--- config.mk ---
export PLATFORM = sky130hd
export DESIGN_NAME = xor_key_base64_codec
export DESIGN_NICKNAME = d
export VERILOG_FILES = /design/src/design/xkb64_pkg.sv /design/src/design/xkb64_cfg.sv /design/src/design/xkb64_core.sv /design/src/design/xkb64_outq.sv /design/src/design/xor_key_base64_codec.sv
export SDC_FILE = /design/constraint.sdc
export NUM_CORES = 1
export LEC_CHECK = 0
export BUFFER_PORTS_ARGS = -buffer_cell sky130_fd_sc_hd__buf_2
export CORE_MARGIN = 5
export CORE_UTILIZATION = 40
export DETAILED_ROUTE_END_ITERATION = 10
export PLACE_DENSITY = 0.54
export SYNTH_ARGS = -nofsm -noshare
export SYNTH_HDL_FRONTEND = slang
export SYNTH_SLANG_ARGS = --single-unit
--- constraint.sdc ---
create_clock -name clk_i -period 23.1 [get_ports clk_i]
set_input_delay 4.62 -clock clk_i [delete_from_list [all_inputs] [get_ports clk_i]]
set_output_delay 4.62 -clock clk_i [all_outputs]
set_load 0.02 [all_outputs]
--- src/design/xkb64_pkg.sv ---
// Package for the XOR-key base64 codec: beat types, register indexes,
// base64 character constants and alphabet conversion functions. No dependencies.
`default_nettype none

package xkb64_pkg;

  localparam int KeyBytesDef = 16;
  localparam int KeyLenW     = 5;
  localparam int CfgIdxW     = 3;
  localparam int CfgDataW    = 64;
  localparam int AccW        = 16;
  localparam int PendW       = 4;
  localparam int MaxResults  = 4;
  localparam int CountW      = 3;

  localparam logic [CfgIdxW-1:0] RegDirection = 3'd0;
  localparam logic [CfgIdxW-1:0] RegKeyLength = 3'd1;
  localparam logic [CfgIdxW-1:0] RegKeyLow    = 3'd2;
  localparam logic [CfgIdxW-1:0] RegKeyHigh   = 3'd3;

  localparam logic [7:0] CharUpA   = 8'h41;
  localparam logic [7:0] CharUpZ   = 8'h5A;
  localparam logic [7:0] CharLowA  = 8'h61;
  localparam logic [7:0] CharLowZ  = 8'h7A;
  localparam logic [7:0] CharZero  = 8'h30;
  localparam logic [7:0] CharNine  = 8'h39;
  localparam logic [7:0] CharPlus  = 8'h2B;
  localparam logic [7:0] CharSlash = 8'h2F;
  localparam logic [7:0] CharPad   = 8'h3D;

  typedef struct packed {
    logic [7:0] data_byte;
    logic       last_in;
  } in_item_t;

  typedef struct packed {
    logic [7:0] out_byte;
    logic       has_data;
    logic       last_out;
  } out_item_t;

  typedef struct packed {
    logic                        valid;
    logic [CountW-1:0]           count;
    out_item_t [MaxResults-1:0]  items;
  } batch_t;

  typedef struct packed {
    logic               direction;
    logic [KeyLenW-1:0] eff_len;
  } mode_t;

  typedef struct packed {
    logic       ok;
    logic [5:0] val;
  } dec_t;

  function automatic logic [7:0] b64_char(input logic [5:0] v);
    logic [7:0] c;
    if (v < 6'd26) begin
      c = CharUpA + {2'b00, v};
    end else if (v < 6'd52) begin
      c = CharLowA + {2'b00, v} - 8'd26;
    end else if (v < 6'd62) begin
      c = CharZero + {2'b00, v} - 8'd52;
    end else if (v == 6'd62) begin
      c = CharPlus;
    end else begin
      c = CharSlash;
    end
    return c;
  endfunction

  function automatic dec_t b64_decode(input logic [7:0] c);
    dec_t d;
    logic [7:0] t;
    d = '0;
    t = '0;
    if (c >= CharUpA && c <= CharUpZ) begin
      t = c - CharUpA;
      d.ok = 1'b1;
    end else if (c >= CharLowA && c <= CharLowZ) begin
      t = c - CharLowA + 8'd26;
      d.ok = 1'b1;
    end else if (c >= CharZero && c <= CharNine) begin
      t = c - CharZero + 8'd52;
      d.ok = 1'b1;
    end else if (c == CharPlus) begin
      t = 8'd62;
      d.ok = 1'b1;
    end else if (c == CharSlash) begin
      t = 8'd63;
      d.ok = 1'b1;
    end
    d.val = t[5:0];
    return d;
  endfunction

endpackage

`default_nettype wire

--- src/design/xkb64_cfg.sv ---
// Configuration registers: direction, key length (clamped), key bytes.
// Depends on xkb64_pkg.
`default_nettype none

module xkb64_cfg import xkb64_pkg::*; #(
  parameter int KEY_BYTES = KeyBytesDef
) (
  input  wire logic                      clk_i,
  input  wire logic                      rst_ni,
  input  wire logic                      cfg_valid_i,
  output logic                           cfg_ready_o,
  input  wire logic [CfgIdxW-1:0]        cfg_index_i,
  input  wire logic [CfgDataW-1:0]       cfg_data_i,
  output mode_t                          mode_o,
  output logic [KEY_BYTES*8-1:0]         key_o
);

  localparam logic [KeyLenW-1:0] MaxLen = KeyLenW'(KEY_BYTES);

  logic                   dir_q;
  logic [KeyLenW-1:0]     klen_q;
  logic [KEY_BYTES*8-1:0] key_q;
  logic                   wr;

  assign cfg_ready_o = 1'b1;
  assign wr          = cfg_valid_i & cfg_ready_o;

  always_ff @(posedge clk_i or negedge rst_ni) begin
    if (!rst_ni) begin
      dir_q  <= 1'b0;
      klen_q <= KeyLenW'(1);
      key_q  <= '0;
    end else if (wr) begin
      case (cfg_index_i)
        RegDirection: dir_q  <= cfg_data_i[0];
        RegKeyLength: klen_q <= cfg_data_i[KeyLenW-1:0];
        RegKeyLow: begin
          for (int b = 0; b < KEY_BYTES; b++) begin
            if (b < 8) key_q[b*8 +: 8] <= cfg_data_i[(b%8)*8 +: 8];
          end
        end
        RegKeyHigh: begin
          for (int b = 0; b < KEY_BYTES; b++) begin
            if (b >= 8) key_q[b*8 +: 8] <= cfg_data_i[(b%8)*8 +: 8];
          end
        end
        default: ;
      endcase
    end
  end

  always_comb begin
    mode_o.direction = dir_q;
    if (klen_q == '0) begin
      mode_o.eff_len = KeyLenW'(1);
    end else if (klen_q > MaxLen) begin
      mode_o.eff_len = MaxLen;
    end else begin
      mode_o.eff_len = klen_q;
    end
  end

  assign key_o = key_q;

endmodule

`default_nettype wire

--- src/design/xkb64_core.sv ---
// Input register, codec state and single-pass encode/decode logic that
// builds up to four result beats per item. Depends on xkb64_pkg.
`default_nettype none

module xkb64_core import xkb64_pkg::*; #(
  parameter int KEY_BYTES = KeyBytesDef
) (
  input  wire logic                  clk_i,
  input  wire logic                  rst_ni,
  input  wire logic                  in_valid_i,
  output logic                       in_stall_o,
  input  wire in_item_t              in_data_i,
  input  wire mode_t                 mode_i,
  input  wire logic [KEY_BYTES*8-1:0] key_i,
  input  wire logic                  can_load_i,
  output batch_t                     batch_o
);

  localparam int KeyPosW = (KEY_BYTES > 1) ? $clog2(KEY_BYTES) : 1;

  logic                 in_vld_q;
  in_item_t             in_q;
  logic [AccW-1:0]      acc_q, acc_d;
  logic [PendW-1:0]     pend_q, pend_d;
  logic [KeyPosW-1:0]   kpos_q, kpos_d;
  logic [1:0]           cm_q, cm_d;
  logic                 stop_q, stop_d;

  logic [KeyPosW-1:0]   pos_eff, pos_next;
  logic [KeyLenW-1:0]   pos_inc;
  logic [7:0]           key_byte;
  logic [AccW-1:0]      acc_x, sh;
  logic [4:0]           p;
  logic [1:0]           cm;
  logic [CountW-1:0]    n, nm1;
  dec_t                 dec;
  out_item_t [MaxResults-1:0] items;
  logic                 fire, accept;

  always_comb begin
    pos_eff  = (KeyLenW'(kpos_q) >= mode_i.eff_len) ? '0 : kpos_q;
    key_byte = key_i[pos_eff*8 +: 8];
    pos_inc  = KeyLenW'(pos_eff) + KeyLenW'(1);
    pos_next = (pos_inc >= mode_i.eff_len) ? '0 : KeyPosW'(pos_inc);

    acc_d  = acc_q;
    pend_d = pend_q;
    kpos_d = kpos_q;
    cm_d   = cm_q;
    stop_d = stop_q;
    items  = '0;
    n      = '0;
    acc_x  = acc_q;
    p      = {1'b0, pend_q};
    sh     = '0;
    cm     = cm_q;
    dec    = b64_decode(in_q.data_byte);

    if (!mode_i.direction) begin
      acc_x = {acc_q[7:0], in_q.data_byte ^ key_byte};
      p     = {1'b0, pend_q} + 5'd8;
      for (int i = 0; i < 2; i++) begin
        if (p >= 5'd6) begin
          sh = acc_x >> (p - 5'd6);
          items[n[1:0]] = '{out_byte: b64_char(sh[5:0]), has_data: 1'b1, last_out: 1'b0};
          n  = n + 3'd1;
          p  = p - 5'd6;
          cm = cm + 2'd1;
        end
      end
      if (in_q.last_in) begin
        if (p != 5'd0) begin
          sh = acc_x << (5'd6 - p);
          items[n[1:0]] = '{out_byte: b64_char(sh[5:0]), has_data: 1'b1, last_out: 1'b0};
          n  = n + 3'd1;
          cm = cm + 2'd1;
        end
        for (int i = 0; i < 3; i++) begin
          if (cm != 2'd0 && n < 3'd4) begin
            items[n[1:0]] = '{out_byte: CharPad, has_data: 1'b1, last_out: 1'b0};
            n  = n + 3'd1;
            cm = cm + 2'd1;
          end
        end
      end
      acc_d  = acc_x;
      pend_d = p[PendW-1:0];
      kpos_d = pos_next;
      cm_d   = cm;
    end else begin
      if (!stop_q) begin
        if (!dec.ok) begin
          stop_d = 1'b1;
        end else begin
          acc_x = {acc_q[9:0], dec.val};
          p     = {1'b0, pend_q} + 5'd6;
          acc_d = acc_x;
          if (p >= 5'd8) begin
            sh = acc_x >> (p - 5'd8);
            items[0] = '{out_byte: sh[7:0] ^ key_byte, has_data: 1'b1, last_out: 1'b0};
            n      = 3'd1;
            p      = p - 5'd8;
            kpos_d = pos_next;
          end
          pend_d = p[PendW-1:0];
        end
      end
      if (in_q.last_in && n == '0) begin
        items[0] = '{out_byte: 8'h00, has_data: 1'b0, last_out: 1'b0};
        n = 3'd1;
      end
    end

    nm1 = n - 3'd1;
    if (in_q.last_in) begin
      items[nm1[1:0]].last_out = 1'b1;
      acc_d  = '0;
      pend_d = '0;
      kpos_d = '0;
      cm_d   = '0;
      stop_d = 1'b0;
    end
  end

  assign fire       = in_vld_q & ((n == '0) | can_load_i);
  assign in_stall_o = in_vld_q & ~fire;
  assign accept     = in_valid_i & ~in_stall_o;

  assign batch_o.valid = fire & (n != '0);
  assign batch_o.count = n;
  assign batch_o.items = items;

  always_ff @(posedge clk_i or negedge rst_ni) begin
    if (!rst_ni) begin
      in_vld_q <= 1'b0;
      acc_q    <= '0;
      pend_q   <= '0;
      kpos_q   <= '0;
      cm_q     <= '0;
      stop_q   <= 1'b0;
    end else begin
      if (accept) begin
        in_vld_q <= 1'b1;
      end else if (fire) begin
        in_vld_q <= 1'b0;
      end
      if (fire) begin
        acc_q  <= acc_d;
        pend_q <= pend_d;
        kpos_q <= kpos_d;
        cm_q   <= cm_d;
        stop_q <= stop_d;
      end
    end
  end

  always_ff @(posedge clk_i) begin
    if (accept) in_q <= in_data_i;
  end

  // bit count stays even in both directions
  a_pend_even: assert property (@(posedge clk_i) disable iff (!rst_ni)
    pend_q[0] == 1'b0) else $error("odd pending bit count");

  // a finished message leaves no residue
  a_last_clears: assert property (@(posedge clk_i) disable iff (!rst_ni)
    fire && in_q.last_in |=> acc_q == '0 && pend_q == '0 && cm_q == '0 && stop_q == 1'b0)
    else $error("state not cleared after last beat");

endmodule

`default_nettype wire

--- src/design/xkb64_outq.sv ---
// Result queue: holds up to four result beats of one item and drains them
// one per cycle while the output is not stalled; the head entry drives the output port. Depends on xkb64_pkg.
`default_nettype none

module xkb64_outq import xkb64_pkg::*; (
  input  wire logic    clk_i,
  input  wire logic    rst_ni,
  input  wire batch_t  batch_i,
  output logic         can_load_o,
  output logic         out_valid_o,
  input  wire logic    out_stall_i,
  output out_item_t    out_data_o
);

  out_item_t [MaxResults-1:0] res_q, res_d;
  logic [CountW-1:0]          cnt_q, cnt_d;
  logic                       pop;

  assign pop        = (cnt_q != '0) & ~out_stall_i;
  assign can_load_o = (cnt_q == '0) | ((cnt_q == CountW'(1)) & pop);

  always_comb begin
    res_d = res_q;
    cnt_d = cnt_q;
    if (batch_i.valid) begin
      res_d = batch_i.items;
      cnt_d = batch_i.count;
    end else if (pop) begin
      for (int i = 0; i < MaxResults - 1; i++) begin
        res_d[i] = res_q[i+1];
      end
      cnt_d = cnt_q - CountW'(1);
    end
  end

  always_ff @(posedge clk_i or negedge rst_ni) begin
    if (!rst_ni) begin
      cnt_q <= '0;
    end else begin
      cnt_q <= cnt_d;
    end
  end

  always_ff @(posedge clk_i) begin
    res_q <= res_d;
  end

  assign out_valid_o = cnt_q != '0;
  assign out_data_o  = res_q[0];

  a_cnt_range: assert property (@(posedge clk_i) disable iff (!rst_ni)
    cnt_q <= CountW'(MaxResults)) else $error("queue count out of range");

  // a batch only lands once the previous one is drained or its last beat is popping
  a_load_room: assert property (@(posedge clk_i) disable iff (!rst_ni)
    batch_i.valid |-> can_load_o && batch_i.count != '0 &&
                      batch_i.count <= CountW'(MaxResults))
    else $error("batch loaded over pending results");

endmodule

`default_nettype wire

--- src/design/xor_key_base64_codec.sv ---
// Top level of the XOR-key base64 codec: config registers, codec core and
// result queue. Depends on xkb64_pkg, xkb64_cfg, xkb64_core, xkb64_outq.
//
//   channel | handshake               | payload
//   --------+-------------------------+---------------------------------
//   in      | in_valid_i / in_stall_o | in_data_i  (data_byte, last_in)
//   out     | out_valid_o/out_stall_i | out_data_o (out_byte, has_data, last_out)
//   cfg     | cfg_valid_i/cfg_ready_o | cfg_index_i, cfg_data_i
//
// An item waits in the input register, where all its results are formed at once;
// they reach the output port in the cycle after the item leaves it.
// The result queue drains one beat per cycle while the output is not stalled; an
// encoded byte yields about 4/3 characters, a decoded character at most one byte.
// Output stall holds the queue; the input stalls once the queue cannot take
// the next item's results. Reset clears codec state and config to defaults.
`default_nettype none

module xor_key_base64_codec import xkb64_pkg::*; #(
  parameter int KEY_BYTES = KeyBytesDef
) (
  input  wire logic                clk_i,
  input  wire logic                rst_ni,
  input  wire logic                in_valid_i,
  output logic                     in_stall_o,
  input  wire in_item_t            in_data_i,
  output logic                     out_valid_o,
  input  wire logic                out_stall_i,
  output out_item_t                out_data_o,
  input  wire logic                cfg_valid_i,
  output logic                     cfg_ready_o,
  input  wire logic [CfgIdxW-1:0]  cfg_index_i,
  input  wire logic [CfgDataW-1:0] cfg_data_i
);

  mode_t                  mode;
  logic [KEY_BYTES*8-1:0] key;
  batch_t                 batch;
  logic                   can_load;

  xkb64_cfg #(.KEY_BYTES(KEY_BYTES)) u_cfg (
    .clk_i       (clk_i),
    .rst_ni      (rst_ni),
    .cfg_valid_i (cfg_valid_i),
    .cfg_ready_o (cfg_ready_o),
    .cfg_index_i (cfg_index_i),
    .cfg_data_i  (cfg_data_i),
    .mode_o      (mode),
    .key_o       (key)
  );

  xkb64_core #(.KEY_BYTES(KEY_BYTES)) u_core (
    .clk_i      (clk_i),
    .rst_ni     (rst_ni),
    .in_valid_i (in_valid_i),
    .in_stall_o (in_stall_o),
    .in_data_i  (in_data_i),
    .mode_i     (mode),
    .key_i      (key),
    .can_load_i (can_load),
    .batch_o    (batch)
  );

  xkb64_outq u_outq (
    .clk_i       (clk_i),
    .rst_ni      (rst_ni),
    .batch_i     (batch),
    .can_load_o  (can_load),
    .out_valid_o (out_valid_o),
    .out_stall_i (out_stall_i),
    .out_data_o  (out_data_o)
  );

endmodule

`default_nettype wire
==> results.md <==
* Post-route insts no fill at 1948
* Ranking of synthesized cells by area: dfrtp_1 (28%), mux2_2 (11%), edfxtp_1 (8.7%), ha_1 (5.7%), nand2_1 (3.5%)
* Tmin final at 11860 ps
* Post-synth EDFFs at 41
* Slew HR at 27.71%
* Clock transition at the registers of the reported paths at 80 ps
* Core area at 0.03471 sq mm
* FMAX at 84.28 MHz
* Startpoint types: flip-flop
* Worst path arrival time at 7240 ps
* Post-placement cell count at 1915
* Register bit total from synthesis at 199
* Worst Skew at 13.59 ps
* Async SR Flop Fraction at 79.40%
* Hold WC Path Type: reg2reg
* Period Utilization, post-route at 51.36%
* Largest net degree at the start of global routing at 92
* # Post-CTS Setup Buffers at 0
* Residual DRC at 0
* # fillers at 3391
* Cells after synthesis at 1451
* Die width at 198 microns
* Largest area contributor in the netlist: dfrtp_1
* Net Count, Synth at 1597
* Crit path kind: reg2out
* Fraction of layout cells with a size suffix above 1 at 22.79%
* Port bufs at 92
* Worst Setup End Kind: primary output
* Worst-Skew Late Latency at 470 ps
* Total CTS buffers at 17
* Final Hold Fails at 0
* Detail Route Antenna Nets at 0
* Yosys cell types at 106
* Register area at 0.005189 sq mm
* CTS Hold Buffers Added at 0
* RSZ-0062 raised after global routing: false
* Maxcap violations at 0
* Worst slew pin tran at 1084 ps
* Starting DRT DRC Count at 858
* CTS tree: built
* Mapped Avg Cell Area at 9.743 sq um
* Clock sink total at 199
* Placer Congestion at 0.9293
* Layout Nets at 1625
* DIE AREA at 0.03920 sq mm
* Setup crit start: u_core.pend_q[1]
* Rows at 68
* DR WL/cell at 20.61 microns
* CP Max Fanout at 53
* Via count at 11410
* Routed Wire Length at 40.16 mm
* Min-delay src: u_core.acc_q[8]
* Post-DP HPWL at 29.23 mm
* Initial antenna violation count at 0
* First-pass GRT wire length at 64.58 mm
* Post-CTS sizing at 0
* Overall routing resource usage at 20.81%
* Commonest non-fill, non-tap cell in the layout: dfrtp_1
* Initial cell density of the core at 40.73%
* DR pass1 iterations at 6
* Via density per instance at 5.857
* Total gr overflow at 0
* Worst-case clock buffer depth at 2
* Clock Tree Root: clkbuf_16
* Final Max Slew Viols at 0
* Most frequent cells in the layout: dfrtp_1 (155), mux2_2 (136), nand2_1 (131)
* CTS HTree Levels at 4
* Final setup violation count at 0
* R2r startpoint: u_core.pend_q[1]
* Post-Syn Area at 0.01414 sq mm
* Ys Warns at 0
* Status: completed
* Sequential area share after synthesis at 36.68%
* Area growth, synth to finish at 8.992%
* CP required at 18480 ps
* # IOs at 94
* Share of the synthesized area in the top cell type at 27.79%
* Vias in the first global route at 11340
* Main synth FF type: dfrtp_1
* Die height at 198 microns
* Combined area of the multi-input logic cells at 0.008220 sq mm
* Sum of negative setup slack at 0 ps
## sequential cells by signal, summed over array words and instances, names as in the netlist, 3 cells and up
register           flops
u_cfg.key_o          128
u_cfg.klen_q           5
u_core.acc_q          10
u_core.in_q            9
u_core.kpos_q          4
u_core.pend_q          3
u_outq.cnt_q           3
u_outq.out_data_o     10
u_outq.res_q          22
## critical path, cell delays in order (launching register included)
cell and delay [ps]:
dfrtp_1 330, buf_4 450, inv_1 530, ha_1 470, buf_4 370, nor2_1 90
a31oi_1 150, nor2_1 50, a31oi_1 640, inv_1 190, nor2_1 250, a21oi_1 120
xor2_1 180, inv_1 90, ha_1 270, inv_1 170, fa_1 500, xnor2_1 390
inv_1 130, ha_1 290, mux2i_1 140, a21oi_1 80, nor2_1 250, nor3_1 120
nor2_1 190, nand2_1 110, inv_1 60, buf_2 150
## cells in the mapped netlist (18+ instances only)
| master | count |
|---|---|
| a21oi_1 | 73 |
| a31oi_1 | 19 |
| and2_1 | 18 |
| clkbuf_1 | 55 |
| dfrtp_1 | 157 |
| edfxtp_1 | 41 |
| ha_1 | 64 |
| inv_1 | 63 |
| mux2_2 | 136 |
| mux2i_1 | 39 |
| nand2_1 | 131 |
| nand3_1 | 31 |
| nor2_1 | 109 |
| nor2b_1 | 18 |
| nor3_1 | 33 |
| o21ai_0 | 67 |
| o31ai_1 | 24 |
| xnor2_1 | 29 |
## kinds of logic (layout without fill, tap and decap cells)
family | count (synthesis) | in the layout | share of synthesized area, %
simple gates | 417 | 417 | 14.13
fa+ha+maj | 65 | 65 | 5.806
xor+xnor | 42 | 42 | 2.655
mux | 190 | 190 | 15.98
other cells | 1 | 2 | 0.02653
buf+inv | 164 | 205 | 5.310
compound gates | 373 | 373 | 19.41
flops | 199 | 199 | 36.68
## metal layers
layer | GRT usage (%) | share of wire, % | vias up
met5 | 0 | 0 | -
met4 | 5.662 | 2.1 | 0
met3 | 3.760 | 5.4 | 53
met2 | 34.17 | 48 | 334
met1 | 28.42 | 45 | 5623
li1 | - | - | 5399
## final timing paths
| check | cells after the start | slack, ps | to |
|---|---|---|---|
| worst max-delay path | 27 | 11240 | in_stall_o |
| worst min register to register | 2 | 490 | u_core.acc_q[8] |
| min in group asynchronous | 1 | 4220 | u_cfg.key_o[27] |
| worst max register to register | 26 | 14550 | u_outq.res_q[15] |
| worst min-delay path | 2 | 490 | u_core.acc_q[8] |
| max in group asynchronous | 2 | 17380 | u_cfg.key_o[109] |
## stage by stage
| stage | hold slack [ps] | utilization [%] | instance area (sq um) | setup slack [ps] |
|---|---|---|---|---|
| floorplan | 448.5 | - | 14140 | 12100 |
| detailed placement | 471.9 | 42.64 | 14800 | 11840 |
| global route | 521.5 | 44.38 | 15410 | 10650 |
| finish | 491.6 | 44.39 | 15410 | 11240 |
| CTS | 489.4 | 44.38 | 15410 | 11290 |
| global placement | 466.1 | 42.64 | 14800 | 12050 |
## layout make-up
cell class / instances / area share [%]
repair buffers: 106 / 3.711
well taps: 455 / 3.695
clock buffers: 19 / 2.940
clock inverters: 13 / 0.9744
inverters: 67 / 1.640
flip-flops and latches: 199 / 33.67
diodes: 1 / 0.01624
multi-input cells: 1088 / 53.35
Power is left out: the tool's default activity adds up to more than one toggle a clock period on the data nets, which glitch-free logic cannot reach.
